--- config.mk ---
export PLATFORM = sky130hd
export DESIGN_NAME = adsr_ctrl
export DESIGN_NICKNAME = d
export VERILOG_FILES = /design/src/sv/adsr_pkg.sv /design/src/sv/adsr_ctrl.sv
export SDC_FILE = /design/constraint.sdc
export NUM_CORES = 1
export LEC_CHECK = 0
export ABC_AREA = 1
export BUFFER_PORTS_ARGS = -buffer_cell sky130_fd_sc_hd__buf_2
export CAP_MARGIN = 10
export CORE_AREA = 2 2 39 41
export CTS_BUF_LIST = sky130_fd_sc_hd__clkbuf_8
export DETAILED_ROUTE_END_ITERATION = 6
export DIE_AREA = 0 0 41 43
export GPL_TIMING_DRIVEN = 0
export MAX_ROUTING_LAYER = met4
export PLACE_DENSITY = 0.45
export SYNTH_ARGS = -nofsm -noshare
export SYNTH_HDL_FRONTEND = slang
export SYNTH_SLANG_ARGS = --single-unit
--- constraint.sdc ---
create_clock -name clk_i -period 1.55 [get_ports clk_i]
set_clock_uncertainty 0.15 [all_clocks]
set_input_delay 0.465 -clock clk_i [delete_from_list [all_inputs] [get_ports clk_i]]
set_output_delay 0.465 -clock clk_i [all_outputs]
set_load 0.02 [all_outputs]
--- src/sv/adsr_pkg.sv ---
// Shared types, codes and constants of the Art-Net DMX and sync receiver.
package adsr_pkg;

  typedef enum logic [1:0] {
    REQ_BYTE  = 2'd0,
    REQ_TICK  = 2'd1,
    REQ_LATCH = 2'd2,
    REQ_READ  = 2'd3
  } req_e;

  typedef enum logic [1:0] {
    CFG_NET     = 2'd0,
    CFG_SUBNET  = 2'd1,
    CFG_FIRST   = 2'd2,
    CFG_TIMEOUT = 2'd3
  } cfg_idx_e;

  typedef enum logic [2:0] {
    ST_CLEAR,
    ST_IDLE,
    ST_READ,
    ST_COPY,
    ST_DRAIN
  } state_e;

  typedef struct packed {
    logic [1:0]  req_type;
    logic [7:0]  data_byte;
    logic        last_byte;
    logic [15:0] packet_length;
    logic [3:0]  read_universe;
    logic [8:0]  read_channel;
  } in_item_t;

  typedef struct packed {
    logic       frame_waiting;
    logic       frame_event;
    logic       sync_active;
    logic [3:0] received_mask;
    logic [7:0] read_data;
    logic       read_valid;
  } out_item_t;

  typedef struct packed {
    logic accept;   // input transfer this cycle
    logic clr;      // clear both stores at the sweep address
    logic copy;     // copy shadow to active at the sweep address
    logic rd_load;  // load the output register from the active store
  } cmd_t;

  typedef struct packed {
    req_e req;
    logic cnt_last;
  } sts_t;

  localparam logic [15:0] OpDmx       = 16'h5000;
  localparam logic [15:0] OpSync      = 16'h5200;
  localparam logic [16:0] HdrMin      = 17'd10;
  localparam logic [16:0] DmxHdr      = 17'd18;
  localparam logic [15:0] DmxMax      = 16'd512;
  localparam logic [15:0] TimeoutRst  = 16'd4000;

  function automatic logic [7:0] sig_byte(input logic [2:0] idx);
    logic [7:0] b;
    unique case (idx)
      3'd0: b = 8'h41;
      3'd1: b = 8'h72;
      3'd2: b = 8'h74;
      3'd3: b = 8'h2D;
      3'd4: b = 8'h4E;
      3'd5: b = 8'h65;
      3'd6: b = 8'h74;
      default: b = 8'h00;
    endcase
    return b;
  endfunction

endpackage

--- src/sv/adsr_ctrl.sv ---
// Controller: handshakes, store clearing after reset, latch copy sweep and read sequencing.
module adsr_ctrl (
  input  logic          clk_i,
  input  logic          rst_ni,
  input  logic          in_valid_i,
  output logic          in_ready_o,
  output logic          out_valid_o,
  input  logic          out_ready_i,
  input  adsr_pkg::sts_t sts_i,
  output adsr_pkg::cmd_t cmd_o
);

  adsr_pkg::state_e state_q, state_d;
  logic             out_valid_q, out_valid_d;
  logic             free;

  always_ff @(posedge clk_i or negedge rst_ni) begin
    if (!rst_ni) begin
      state_q     <= adsr_pkg::ST_CLEAR;
      out_valid_q <= 1'b0;
    end else begin
      state_q     <= state_d;
      out_valid_q <= out_valid_d;
    end
  end

  assign free = !out_valid_q || out_ready_i;

  always_comb begin
    state_d     = state_q;
    cmd_o       = '0;
    in_ready_o  = 1'b0;
    out_valid_d = out_valid_q && !out_ready_i;
    unique case (state_q)
      adsr_pkg::ST_CLEAR: begin
        cmd_o.clr = 1'b1;
        if (sts_i.cnt_last) begin
          state_d = adsr_pkg::ST_IDLE;
        end
      end
      adsr_pkg::ST_IDLE: begin
        in_ready_o = free;
        if (in_valid_i && free) begin
          cmd_o.accept = 1'b1;
          unique case (sts_i.req)
            adsr_pkg::REQ_READ: state_d = adsr_pkg::ST_READ;
            adsr_pkg::REQ_LATCH: begin
              state_d     = adsr_pkg::ST_COPY;
              out_valid_d = 1'b1;
            end
            default: out_valid_d = 1'b1;
          endcase
        end
      end
      adsr_pkg::ST_READ: begin
        // The output register was emptied by the transfer that took this read.
        cmd_o.rd_load = 1'b1;
        out_valid_d   = 1'b1;
        state_d       = adsr_pkg::ST_IDLE;
      end
      adsr_pkg::ST_COPY: begin
        cmd_o.copy = 1'b1;
        if (sts_i.cnt_last) begin
          state_d = adsr_pkg::ST_DRAIN;
        end
      end
      adsr_pkg::ST_DRAIN: state_d = adsr_pkg::ST_IDLE;
      default: state_d = adsr_pkg::ST_IDLE;
    endcase
  end

  assign out_valid_o = out_valid_q;

endmodule

==> results.py, run 1 <==
metrics = {
    "sta": {
        "postLayoutSetupSlackWorst_ns": -0.2406,
        "finalSetupViolCount": 5,
        "grt_setup_unrepaired": "true",
        "report.final.slew_viol_count": 0,
        "fin_setup_tns_ns": -0.7555,
        "worstMarginPinSlew_ns": 0.1637,
        "fmax_ghz": 0.5585,
        "fin_crit_sh": 1.155,
        "hold_viol": 0,
        "finalHoldWorstSlack_ns": 0.3672,
        "finalCriticalPeriod_ns": 1.791,
        "slew_headroom": 0.8905,
    },
    "setup_path": {
        "criticalPathCategory": "flop to output pin",
        "critical_path.max_fanout": 4,
        "setup.worst_path.start_class": "flop",
        "critical_path_arrival_ns": 1.18,
        "end_kind": "output pin",
        "worst_ep_required_time_ns": 0.93,
    },
    "synthesis": {
        "synth-edff-count": 0,
        "synthAdderAreaFrac": 0,
        "synth-seq-area-share": 0.3687,
        "postSynth.topFlopCell": "dfrtp_1",
        "post-synth-top-count-cell": "inv_1",
        "synthMuxAreaShare": 0,
        "synthXorXnorAreaFrac": 0,
        "async_flop_share": 1.000,
        "ys_top_cells_by_area": "dfrtp_1, inv_1, nand2_1, nand3_1, nor3_4",
        "syn_nets": 48,
        "yosysWarnings": 0,
        "synthSimpleGateAreaFrac": 0.4147,
        "synthDominantAreaCellType": "dfrtp_1",
        "synth_top_family_by_area": "simple AND/OR/NAND/NOR gates",
        "netlist_area_um2": 271.5,
        "postSynthCellCount": 41,
        "most_frequent_cells_after_synthesis": "inv_1, nand2_1, nand3_1",
        "postSynthAreaPerCell_um2": 6.622,
        "yosys_register_bits": 4,
        "post_synth_top_area_share": 0.3687,
        "synth-compound-area-share": 0.06452,
        "synth_cell_types": 10,
    },
    "placement": {
        "routabilityCongestion": 0.7148,
        "place_area_um2": 370.4,
        "placement.setup.worst_slack_ns": -0.2138,
        "port_buffers": 12,
        "numPlacedInstances": 69,
        "dp_hpwl_um": 500.6,
    },
    "power_and_ir_drop": {
        "peak_supply_drop_v": 0.0006935,
        "clock_share_of_power": 0.186,
        "total_power_mw": 1.150,
        "power.share.combinational": 0.633,
        "power_switching_mw": 0.4935,
        "p_seq_frac": 0.181,
        "internal_power_mw": 0.6570,
        "pleak_nw": 0.2821,
        "proportion_of_total_power_due_to_net_switching": 0.4289,
        "p_per_area_nw_per_um2": 2243,
    },
    "floorplan": {
        "core-area_um2": 1384,
        "start_util": 0.1962,
        "row_count": 14,
        "pin_count": 13,
        "dieHeight_um": 43,
        "design.die.area_um2": 1763,
        "die_w_um": 41,
    },
    "global_route": {
        "grt_max_degree": 6,
        "antenna_found_initial": 0,
        "via_count_of_the_first_global_routing_pass": 316,
        "grt_overflow_total": 0,
        "grt_pass1_wl_mm": 1.186,
        "globalRouteTotalUtil": 0.1085,
    },
    "clocking": {
        "clk_pin_slew_worst_paths_ns": 0.03,
        "cts_inserted_buffers": 3,
        "clockRootBuffer": "clkbuf_8",
        "ctsHtreeMaxLevel": 1,
        "clock_latency_reported_for_the_late_side_of_the_worst_skew_pair_ns": 0.22,
        "tritoncts": "done",
        "tritoncts_sink_count": 4,
        "clock_path_buffers": 2,
    },
    "routing": {
        "wl_met1_um": 265,
        "drc": 0,
        "drtPass1Iterations": 4,
        "detail_route.wl_per_cell_um": 9.000,
        "routed_via_density": 4.218,
        "aggregate_routed_wire_length_um": 702,
        "dr_total_vias": 329,
        "met3WireLength_um": 73,
        "detailroute.wirelength.met2_um": 363,
        "topRoutingLayerUsed": "met3",
        "ant_nets": 0,
        "drt-initial-drc-count": 4,
    },
    "layout": {
        "antenna-diode-count": 0,
        "layout.core_utilization": 0.3707,
        "post_layout_nonfiller_instances": 78,
        "finish.instance_area_um2": 513.0,
        "fraction_of_layout_cells_with_a_size_suffix_above_1": 0.5806,
        "nets": 71,
        "n_fill_cell": 155,
        "growth_of_design_area_from_synthesis_to_finish_pct": 88.94,
    },
    "outcome": {
        "result_of_the_run": "finished, violations left",
        "violations_in_the_final_reports": "setup timing",
    },
    "flow_run": {
        "maxCapViolCount": 0,
    },
    "min_path": {
        "worstHoldPathType": "input port to flop",
    },
}
-- worst max-delay path, cell delays in order (launching register included) --
cell and delay [ns]:
dfrtp_2 0.42, nor3_4 0.21, inv_2 0.09, a21oi_4 0.11
buf_6 0.12
-- power groups by stage --
| stage | Sequential (mW) | Clock (mW) | Combinational (mW) |
|---|---|---|---|
| global placement | 0.208 | 0 | 0.490 |
| CTS | 0.214 | 0.225 | 0.663 |
| global route | 0.214 | 0.239 | 0.805 |
| floorplan | 0.214 | 0 | 0.356 |
| detailed placement | 0.208 | 0 | 0.489 |
| finish | 0.208 | 0.214 | 0.728 |
-- sequential cells by signal, summed over array words and instances, names as in the netlist --
signal and flops:
out_valid_o 1, state_q 3
-- cells by family (layout without fill, tap and decap cells) --
group / after synthesis / in the layout
AND/OR/NAND/NOR: 23 / 23
AO/OA/AOI/OAI: 3 / 3
flip-flops: 4 / 4
buffers and inverters: 11 / 32
-- layout by cell type, fill, tap and decap left out --
cell type      count
a21oi_4            1
buf_2              7
buf_4              5
buf_6              5
clkbuf_8           3
dfrtp_1            2
dfrtp_2            2
dlygate4sd3_1      1
inv_1              5
inv_2              6
nand2_1            9
nand2_2            3
nand3_1            5
nand3_2            1
nand3_4            1
nor2_1             2
nor2_4             1
nor3_4             1
o211ai_1           1
o21ai_0            1
-- final cells by class --
type / count / area [um2] / area share
multi-input combinational: 26 / 168.9 / 0.3293
timing repair buffer: 18 / 138.9 / 0.2707
sequential: 4 / 102.6 / 0.2000
clock buffer: 3 / 41.29 / 0.08049
inverter: 11 / 41.29 / 0.08049
tap: 16 / 20.02 / 0.03902
-- metal layers --
metal  up-vias  GRT usage
met5         -          -
met4         0    0.02000
met3         0    0.09424
met1       149     0.1075
met2        12     0.1594
li1        168          -
-- path summary, 6_finish.rpt --
path | cells after the start | to | slack [ns] | start
max in group asynchronous | 2 | state_q[2] | 0.68 | rst_ni
max reg2reg | 5 | state_q[1] | 0.29 | state_q[1]
min reg2reg | 3 | state_q[0] | 0.48 | state_q[0]
min in group asynchronous | 2 | state_q[0] | 0.44 | rst_ni
max | 4 | in_ready_o | -0.24 | state_q[1]
min | 4 | state_q[1] | 0.37 | sts_i[0]
-- timing repair --
| item | in CTS | in global routing |
|---|---|---|
| resized for setup | 18 | 4 |
| pin swaps | 2 | 2 |
| setup buffers | 3 | 2 |
| hold endpoints to repair | 4 | 0 |
| endpoints found under the setup margin | 5 | 5 |
| hold buffers | 1 | 0 |
Note: power is estimated with default switching activity, not from simulation.
==> run 2: changes to the inputs <==
SETUP_SLACK_MARGIN = 0.05   (was default)
SKIP_LAST_GASP = 1   (was default)
==> results.py, run 2 (synthesized netlist as in run 1, its figures left out) <==
metrics = {
    "outcome": {
        "result_of_the_run": "finished, violations left",
        "violations_in_the_final_reports": "setup timing",
    },
    "setup_path": {
        "reg2reg_depth": 6,
        "setup.worst_path.start_class": "flop",
        "critical_path.max_fanout": 4,
        "critical_path_arrival_ns": 1.17,
        "criticalPathCategory": "flop to output pin",
        "worst_ep_required_time_ns": 0.93,
        "end_kind": "output pin",
    },
    "routing": {
        "ant_nets": 0,
        "aggregate_routed_wire_length_um": 700,
        "drc": 0,
        "drtPass1Iterations": 2,
        "detail_route.wl_per_cell_um": 9.211,
        "dr_total_vias": 318,
        "drt-initial-drc-count": 1,
        "routed_via_density": 4.184,
    },
    "floorplan": {
        "pin_count": 13,
        "row_count": 14,
        "design.die.area_um2": 1763,
        "die_w_um": 41,
        "start_util": 0.1962,
        "dieHeight_um": 43,
        "core-area_um2": 1384,
    },
    "layout": {
        "layout.core_utilization": 0.3508,
        "growth_of_design_area_from_synthesis_to_finish_pct": 78.80,
        "fraction_of_layout_cells_with_a_size_suffix_above_1": 0.5000,
        "registers.top_by_ff_count": "state_q",
        "nets": 69,
        "antenna-diode-count": 0,
        "final_cell_mix": "nand2_1, inv_1, buf_2",
        "post_layout_nonfiller_instances": 76,
        "layout.cells.most_common": "nand2_1",
        "largest_reg_flops": 3,
    },
    "global_route": {
        "globalRouteTotalUtil": 0.09824,
        "grt_overflow_total": 0,
        "antenna_found_initial": 0,
        "via_count_of_the_first_global_routing_pass": 289,
        "grt_pass1_wl_mm": 1.048,
        "grt_max_degree": 5,
    },
    "sta": {
        "worstMarginPinSlew_ns": 0.1837,
        "finalHoldWorstSlack_ns": 0.3643,
        "grt_setup_unrepaired": "true",
        "report.final.slew_viol_count": 0,
        "hold_viol": 0,
        "finalCriticalPeriod_ns": 1.788,
        "slew_headroom": 0.8763,
        "fin_setup_tns_ns": -0.7808,
        "finalSetupViolCount": 5,
        "fin_crit_sh": 1.154,
        "fmax_ghz": 0.5592,
        "postLayoutSetupSlackWorst_ns": -0.2382,
    },
    "clocking": {
        "clock_path_buffers": 2,
        "clockRootBuffer": "clkbuf_8",
        "clock_latency_reported_for_the_late_side_of_the_worst_skew_pair_ns": 0.22,
        "clk_pin_slew_worst_paths_ns": 0.03,
        "ctsHtreeMaxLevel": 1,
        "cts_inserted_buffers": 3,
        "tritoncts": "done",
        "tritoncts_sink_count": 4,
    },
    "power_and_ir_drop": {
        "total_power_mw": 1.095,
        "pleak_nw": 0.2754,
        "peak_supply_drop_v": 0.0005484,
        "p_per_area_nw_per_um2": 2256,
    },
    "min_path": {
        "worst_hold_path.num_cells": 4,
        "worstHoldPathType": "input port to flop",
    },
    "placement": {
        "dp_hpwl_um": 533.5,
        "numPlacedInstances": 69,
        "routabilityCongestion": 0.7365,
        "port_buffers": 12,
    },
    "flow_run": {
        "maxCapViolCount": 0,
    },
}
## run 2: cell count changes in the layout (fill, tap and decap cells not counted), sizes merged
cell	change
buf	-2
## run 2: worst max-delay path, stage by stage, from the launching register on
cell and delay (ns):
dfrtp_2 0.43, nor3_4 0.19, inv_2 0.08, a21oi_4 0.12, buf_6 0.13
## run 2: repair_timing
action,in CTS,in global routing
resized for setup,13,2
hold buffers,1,0
endpoints found under the setup margin,5,5
pin swaps,3,1
buffers inserted,2,1
endpoints found under the hold margin,4,0
## run 2: final timing paths
check	startpoint	to	slack, ns
worst min-delay path	sts_i[0]	state_q[1]	0.36
worst max-delay path	state_q[2]	in_ready_o	-0.24
max in group asynchronous	rst_ni	state_q[2]	0.69
worst min register to register	state_q[0]	state_q[0]	0.39
worst max register to register	state_q[2]	state_q[0]	0.20
min in group asynchronous	rst_ni	out_valid_o	0.43
## run 2: cell type report
class,instances,area [um2]
clock buffers,3,41.29
fillers,145,898.4
inverters,11,41.29
multi-input cells,26,156.4
flip-flops and latches,4,102.6
well taps,16,20.02
repair buffers,16,123.9
## run 2: per-stage QoR
step / worst slack, ns / instance area (um2)
final: -0.2382 / 485.5
after global placement: -0.1675 / 370.4
after CTS: -0.2411 / 474.2
after global routing: -0.2804 / 485.5
after floorplan: 0.01097 / 290.3
after detailed placement: -0.1721 / 370.4
## run 2: routing by layer
layer	up-vias	GRT usage	share of wire
met2	10	0.1531	0.52
met4	0	0.08000	0.027
met3	2	0.04712	0.077
li1	163	-	-
met1	143	0.08170	0.37
met5	-	-	0
## run 2: report_power, final
part / total (mW) / leakage, nW / internal [mW] / switching [mW]
Clock: 0.224 / 0.0216 / 0.166 / 0.0583
Combinational: 0.662 / 0.206 / 0.301 / 0.361
Sequential: 0.209 / 0.0477 / 0.154 / 0.0542
Total: 1.09 / 0.275 / 0.621 / 0.474
